**config.mk**
```make
export PLATFORM = sky130hd
export DESIGN_NAME = double_ended_queue
export DESIGN_NICKNAME = d
export VERILOG_FILES = /design/src/hdl/deq_pkg.sv /design/src/hdl/deq_cell.sv /design/src/hdl/double_ended_queue.sv
export VERILOG_INCLUDE_DIRS = /design/src /design/src/hdl
export SDC_FILE = /design/constraint.sdc
export NUM_CORES = 1
export LEC_CHECK = 0
export BUFFER_PORTS_ARGS = -buffer_cell sky130_fd_sc_hd__clkbuf_2
export CAP_MARGIN = 20
export CORE_MARGIN = 2
export CORE_UTILIZATION = 35
export DETAILED_ROUTE_END_ITERATION = 16
export SLEW_MARGIN = 30
export SYNTH_ARGS = -nofsm -noshare
export SYNTH_HDL_FRONTEND = slang
export SYNTH_SLANG_ARGS = --single-unit
```
**constraint.sdc**
```tcl
create_clock -name clock -period 6.45 [get_ports clock]
set_input_delay 0.3225 -clock clock [delete_from_list [all_inputs] [get_ports clock]]
set_output_delay 0.3225 -clock clock [all_outputs]
set_load 0.02 [all_outputs]
```
**src/hdl/double_ended_queue_macros.svh**
```systemverilog
// ----------------------------------------------------------------------------
// Assertion macros for the double-ended queue
// Shorthand for clocked concurrent assertions, disabled during reset.
// ----------------------------------------------------------------------------
`ifndef DOUBLE_ENDED_QUEUE_MACROS_SVH
`define DOUBLE_ENDED_QUEUE_MACROS_SVH

// Consequent must hold in the same cycle as the antecedent.
`define DEQ_ASSERT_NOW(label, ante, cons, msg) \
   label: assert property (@(posedge clock) disable iff (reset) (ante) |-> (cons)) \
      else $error(msg);

// Consequent must hold in the cycle after the antecedent.
`define DEQ_ASSERT_NEXT(label, ante, cons, msg) \
   label: assert property (@(posedge clock) disable iff (reset) (ante) |=> (cons)) \
      else $error(msg);

`endif

```
**src/hdl/deq_pkg.sv**
```systemverilog
// ----------------------------------------------------------------------------
// Double-ended queue package
// Sizes, command and status codes, and the request and response types.
// ----------------------------------------------------------------------------
package deq_pkg;

   localparam int DEPTH      = 16;
   localparam int DATA_WIDTH = 32;

   typedef enum logic [2:0] {
      CMD_PUSH_TOP    = 3'd0,
      CMD_POP_TOP     = 3'd1,
      CMD_APPEND_TAIL = 3'd2,
      CMD_REMOVE_TAIL = 3'd3,
      CMD_NOP         = 3'd4
   } cmd_type;

   typedef enum logic [1:0] {
      STATUS_OK    = 2'd0,
      STATUS_EMPTY = 2'd1,
      STATUS_FULL  = 2'd2
   } status_type;

   typedef logic [DATA_WIDTH-1:0] word_type;

   typedef struct packed {
      cmd_type     command;
      logic [31:0] data_in;
   } req_type;

   typedef struct packed {
      logic [31:0] data_out;
      status_type  status;
      logic        not_empty;
   } rsp_type;

   // Shift and write controls broadcast to every cell.
   typedef struct packed {
      logic push;
      logic pop;
      logic append;
      logic remove;
   } ctrl_type;

endpackage

```
**src/hdl/deq_cell.sv**
```systemverilog
// ----------------------------------------------------------------------------
// Double-ended queue cell
// One slot of the queue: a word and an occupied flag, shifted towards or away
// from the top by push and pop, written in place by an append at the tail.
// ----------------------------------------------------------------------------
module deq_cell (
   input  logic               clock,
   input  logic               reset,
   input  deq_pkg::ctrl_type  ctrl,
   input  deq_pkg::word_type  new_word,
   input  deq_pkg::word_type  left_word,
   input  logic               left_valid,
   input  deq_pkg::word_type  right_word,
   input  logic               right_valid,
   output deq_pkg::word_type  word,
   output logic               valid,
   output deq_pkg::word_type  tail_word
);

   deq_pkg::word_type word_ff, word_in;
   logic              valid_ff, valid_in;

   always_comb begin
      valid_in = valid_ff;
      word_in  = word_ff;
      priority if (ctrl.push) begin
         valid_in = left_valid;
         word_in  = left_word;
      end else if (ctrl.pop) begin
         valid_in = right_valid;
         word_in  = right_word;
      end else if (ctrl.append) begin
         // The first free cell behind an occupied one takes the new word.
         valid_in = valid_ff | left_valid;
         if (!valid_ff && left_valid) begin
            word_in = new_word;
         end
      end else if (ctrl.remove) begin
         valid_in = valid_ff & right_valid;
      end
   end

   always_ff @(posedge clock) begin
      if (reset) begin
         valid_ff <= 1'b0;
      end else begin
         valid_ff <= valid_in;
      end
      word_ff <= word_in;
   end

   assign word      = word_ff;
   assign valid     = valid_ff;
   // Only the last occupied cell presents its word towards the tail read.
   assign tail_word = (valid_ff && !right_valid) ? word_ff : '0;

endmodule

```
**src/hdl/double_ended_queue.sv**
```systemverilog
// ----------------------------------------------------------------------------
// Double-ended queue
// Bounded deque of words held in a row of shifting cells, top at cell zero.
// ----------------------------------------------------------------------------
// Usage:
//   A request is taken at a rising edge with start high and busy low; busy
//   stays low, so a request may be issued in every cycle. Each request is
//   one command: push at the top, pop from the top, append at the tail,
//   remove from the tail, or no operation (unused codes behave alike).
//   Exactly one response follows each request, on rsp_payload with
//   rsp_strobe high for one cycle, in the cycle after acceptance. The
//   response carries the removed word (zero when nothing was removed), a
//   status (ok, removal from an empty queue, insert refused when full) and
//   whether the queue holds a word afterwards.
//   Throughput is one request per cycle: each cell updates from its
//   neighbours, and the tail word is found by an OR over the cells'
//   tail outputs.
//   Reset empties the queue at once; no clearing pass is needed. The
//   receiver cannot stall, so a response must be taken in its cycle.
// ----------------------------------------------------------------------------
`include "double_ended_queue_macros.svh"

module double_ended_queue (
   input  logic             clock,
   input  logic             reset,
   input  logic             start,
   output logic             busy,
   input  deq_pkg::req_type req_payload,
   output logic             rsp_strobe,
   output deq_pkg::rsp_type rsp_payload
);

   deq_pkg::word_type              words [deq_pkg::DEPTH];
   deq_pkg::word_type              tail_words [deq_pkg::DEPTH];
   logic [deq_pkg::DEPTH-1:0]      valid_vec;
   deq_pkg::word_type              new_word;
   deq_pkg::word_type              tail_or;
   deq_pkg::ctrl_type              ctrl;
   logic                           accept;
   logic                           full;
   logic                           empty;

   deq_pkg::rsp_type rsp_payload_ff, rsp_payload_in;
   logic             rsp_strobe_ff;

   assign busy     = 1'b0;
   assign accept   = start && !busy;
   assign new_word = deq_pkg::DATA_WIDTH'(req_payload.data_in);
   assign full     = valid_vec[deq_pkg::DEPTH-1];
   assign empty    = !valid_vec[0];

   for (genvar i = 0; i < deq_pkg::DEPTH; i++) begin : g_cell
      deq_pkg::word_type left_word;
      deq_pkg::word_type right_word;
      logic              left_valid;
      logic              right_valid;

      if (i == 0) begin : g_first
         assign left_word  = new_word;
         assign left_valid = 1'b1;
      end else begin : g_inner_left
         assign left_word  = words[i-1];
         assign left_valid = valid_vec[i-1];
      end

      if (i == deq_pkg::DEPTH-1) begin : g_last
         assign right_word  = '0;
         assign right_valid = 1'b0;
      end else begin : g_inner_right
         assign right_word  = words[i+1];
         assign right_valid = valid_vec[i+1];
      end

      deq_cell u_cell (
         .clock       (clock),
         .reset       (reset),
         .ctrl        (ctrl),
         .new_word    (new_word),
         .left_word   (left_word),
         .left_valid  (left_valid),
         .right_word  (right_word),
         .right_valid (right_valid),
         .word        (words[i]),
         .valid       (valid_vec[i]),
         .tail_word   (tail_words[i])
      );
   end

   always_comb begin
      tail_or = '0;
      for (int i = 0; i < deq_pkg::DEPTH; i++) begin
         tail_or = tail_or | tail_words[i];
      end
   end

   always_comb begin
      ctrl                     = '0;
      rsp_payload_in           = '0;
      rsp_payload_in.status    = deq_pkg::STATUS_OK;
      rsp_payload_in.not_empty = !empty;
      unique case (req_payload.command)
         deq_pkg::CMD_PUSH_TOP: begin
            if (full) begin
               rsp_payload_in.status = deq_pkg::STATUS_FULL;
            end else begin
               ctrl.push                = accept;
               rsp_payload_in.not_empty = 1'b1;
            end
         end
         deq_pkg::CMD_APPEND_TAIL: begin
            if (full) begin
               rsp_payload_in.status = deq_pkg::STATUS_FULL;
            end else begin
               ctrl.append              = accept;
               rsp_payload_in.not_empty = 1'b1;
            end
         end
         deq_pkg::CMD_POP_TOP: begin
            if (empty) begin
               rsp_payload_in.status = deq_pkg::STATUS_EMPTY;
            end else begin
               ctrl.pop                 = accept;
               rsp_payload_in.data_out  = 32'(words[0]);
               // A second word means the queue stays occupied.
               rsp_payload_in.not_empty = valid_vec[1];
            end
         end
         deq_pkg::CMD_REMOVE_TAIL: begin
            if (empty) begin
               rsp_payload_in.status = deq_pkg::STATUS_EMPTY;
            end else begin
               ctrl.remove              = accept;
               rsp_payload_in.data_out  = 32'(tail_or);
               rsp_payload_in.not_empty = valid_vec[1];
            end
         end
         default: begin
         end
      endcase
   end

   always_ff @(posedge clock) begin
      if (reset) begin
         rsp_strobe_ff <= 1'b0;
      end else begin
         rsp_strobe_ff <= accept;
      end
      if (accept) begin
         rsp_payload_ff <= rsp_payload_in;
      end
   end

   assign rsp_strobe  = rsp_strobe_ff;
   assign rsp_payload = rsp_payload_ff;

   `DEQ_ASSERT_NEXT(a_rsp_follows_req, accept, rsp_strobe, "request without response")
   `DEQ_ASSERT_NEXT(a_no_spurious_rsp, !accept, !rsp_strobe, "response without request")
   `DEQ_ASSERT_NOW(a_occupancy_contiguous, 1'b1,
      (valid_vec & (valid_vec + deq_pkg::DEPTH'(1))) == '0,
      "occupied cells not contiguous from the top")
   `DEQ_ASSERT_NOW(a_error_zero_data,
      rsp_strobe && (rsp_payload.status != deq_pkg::STATUS_OK),
      rsp_payload.data_out == 32'd0, "failed request returned data")

endmodule
```
==> flow_metrics.py <==
metrics = {
    "critical_path": {
        "worstSetupPathType": "reg2reg",
        "cp.required_ps": 6770,
        "worstPathMaxFanout": 55,
        "reg2reg_from": "g_cell[0].u_cell.valid$_SDFFE_PP0P_",
        "r2r_end": "g_cell[11].u_cell.word[23]$_DFFE_PP_",
        "startpoint_type": "flop",
        "arrival_ps": 3840,
        "crit_path_end_kind": "flop",
        "reg2regPathDepth": 7,
        "ff2ff_setup_slack_ps": 2930,
    },
    "pwr": {
        "power_density_nw_per_um2": 260,
        "p_clk_frac": 0.414,
        "power.total_w": 0.00771,
        "power_frac_comb": 0.056,
        "leakage_nw": 9.54,
        "max-vdd-ir-drop_mv": 0.170,
        "p_sw_frac": 0.223,
        "switchingPower_w": 0.00172,
        "intPower_w": 0.00600,
        "p_seq_frac": 0.530,
    },
    "clock_network": {
        "cts_buffers": 57,
        "cts.repair.resized": 0,
        "htree_levels": 2,
        "clock_latency_ps": 640,
        "post_cts_buffers": 0,
        "clock_sinks": 564,
        "cts_root_buf": "clkbuf_16",
        "clockBufferDepth": 3,
        "cts_tree": "built",
        "clkTransAtPathRegs_ps": 60,
    },
    "global_routing": {
        "grt_start_max_net_pins": 232,
        "grt_usage": 0.215,
        "overflow": 0,
        "grt_pass1_wl_mm": 128,
        "grt_antenna_before_repair": 0,
        "grt_pass1_vias": 18800,
    },
    "placed_design": {
        "place_hpwl_mm": 47.1,
        "io_buffers": 73,
        "gp_congestion": 0.810,
        "place_area_um2": 27800,
    },
    "logic_synthesis": {
        "synth_nets": 1902,
        "ys_ff_latch": 564,
        "syn_area_um2": 26800,
        "async_flop_share": 0,
        "synth.distinct_cells": 35,
        "synth_edf_count": 547,
        "yosys_most_used_dff": "edfxtp_1",
        "synthCells": 1864,
        "synth.avg_cell_area_um2": 14.4,
        "yosysSeqAreaShare": 0.627,
        "yosysWarnings": 0,
    },
    "routing": {
        "drc": 0,
        "firstDrtPassIters": 7,
        "drt-vias-per-instance": 7.03,
        "vias": 19800,
        "drt_iter0_drc": 2704,
        "avgRoutedWirePerCell_um": 30.9,
        "wirelength_mm": 87.4,
        "ant_nets": 0,
    },
    "final_layout": {
        "final_cell_mix": "edfxtp_1, a221o_1, a22oi_1",
        "final_net_count": 1841,
        "fillers": 7021,
        "layout-drive-gt1-share": 0.146,
        "final_common_cell": "edfxtp_1",
        "syn_to_final_growth_pct": 10.9,
        "diodes": 0,
        "final_design_area_no_fill_um2": 29700,
    },
    "floorplan": {
        "start_util": 0.353,
        "die_y_um": 281,
        "core-area_um2": 75800,
        "die_x_um": 281,
        "ios": 75,
        "rows": 101,
        "die_area_um2": 78700,
    },
    "timing": {
        "drv_slew": 0,
        "final-setup-viol-count": 0,
        "tightest_slew_ps": 958,
        "tns_ps": 0,
        "fin_crit_sh": 0.546,
        "slew_headroom": 0.360,
        "fin_skew_ps": 18.7,
        "rsz0062_at_grt": "no",
        "max_clock_freq_ghz": 0.284,
        "whs_ps": 25.2,
        "fin_crit_ps": 3520,
        "hold_violations": 0,
    },
    "min_path": {
        "min-delay-start": "req_payload[31]",
        "hold_end": "g_cell[0].u_cell.word[31]$_DFFE_PP_",
        "min_path_type": "in2reg",
        "holdPathStages": 2,
    },
    "run_status": {
        "status": "complete, no violations",
    },
    "run": {
        "drv_cap": 0,
    },
}
[synth_stat cells (all sizes together), types with 17 or more instances]
cell | n | share of area
a22o | 65 | 0.021
a22oi | 164 | 0.046
a21o | 32 | 0.0090
and2 | 33 | 0.0077
o21ai | 36 | 0.0067
nand4 | 49 | 0.011
nand2 | 39 | 0.0055
nor3 | 19 | 0.0037
a21oi | 17 | 0.0032
mux2 | 32 | 0.013
edfxtp | 547 | 0.61
clkbuf | 155 | 0.022
a221o | 448 | 0.17
a221oi | 52 | 0.017
dfxtp | 17 | 0.013
nor2 | 23 | 0.0035
buf | 95 | 0.025
[cell type report]
cell class	count	area [um2]	area share
clock buffers	72	1510	0.0510
clock inverters	31	223	0.00751
inverters	1	3.75	0.000127
multi-input cells	1049	9000	0.303
flip-flops and latches	564	16800	0.565
well taps	978	1220	0.0413
repair buffers	130	930	0.0313
[worst max-delay path by stage]
stage / end / from
after floorplan: g_cell[12].u_cell.word[0]$_DFFE_PP_ / req_payload[33]
after global placement: g_cell[11].u_cell.word[27]$_DFFE_PP_ / start
after detailed placement: g_cell[5].u_cell.word[27]$_DFFE_PP_ / start
after CTS: g_cell[11].u_cell.word[23]$_DFFE_PP_ / g_cell[0].u_cell.valid$_SDFFE_PP0P_
after global routing: g_cell[11].u_cell.word[27]$_DFFE_PP_ / g_cell[0].u_cell.valid$_SDFFE_PP0P_
final: g_cell[11].u_cell.word[23]$_DFFE_PP_ / g_cell[0].u_cell.valid$_SDFFE_PP0P_
[critical path: stages (launching register included)]
cell and delay [ps]:
dfxtp_1 590, and4bb_2 300, and2_4 610, nor2_4 170, buf_16 210, buf_16 170
nor2_4 750, buf_4 380
[flip-flops by register name, summed over array words and instances (netlist names)]
register,cells
rsp_payload,35
g_cell.u_cell.word,512
rsp_strobe,1
g_cell.u_cell.valid,16
[timing repair]
item,in CTS,in global routing
hold buffers,9,0
hold endpoints to repair,9,0
endpoints found under the setup margin,0,0
[cell families (layout without fill, tap and decap cells)]
logic type             count (synthesis)  in the layout  share of synthesized area
muxes                                 32             32                     0.0135
and+or+nand+nor                      187            187                     0.0382
DFF                                  564            564                      0.627
other                                  1              1                   0.000140
buffers and inverters                251            234                     0.0466
AOI/OAI and AO/OA                    829            829                      0.275
[metal layers]
metal,GRT usage,up-vias,part of all wire
li1,-,8076,-
met1,0.305,10200,0.40
met2,0.330,1407,0.45
met3,0.0393,215,0.11
met4,0.0780,0,0.036
met5,0,-,0
[stage by stage]
stage / instances / util / worst slack, ps
after global routing: 2825 / 0.391 / 2770
final: 2825 / 0.391 / 2930
after global placement: 2710 / 0.366 / 2700
after CTS: 2824 / 0.391 / 2920
after detailed placement: 2712 / 0.367 / 2710
after floorplan: 1864 / - / 2980
[power by group through the flow]
stage,Clock [W],Sequential (W),Combinational [W]
2_1_floorplan,0,0.00417,0.000317
3_3_place_gp,0,0.00417,0.000399
3_5_place_dp,0,0.00417,0.000417
4_1_cts,0.00325,0.00409,0.000423
5_1_grt,0.00338,0.00409,0.000462
6_report,0.00319,0.00409,0.000428
Power figures use the tool's default switching activity.
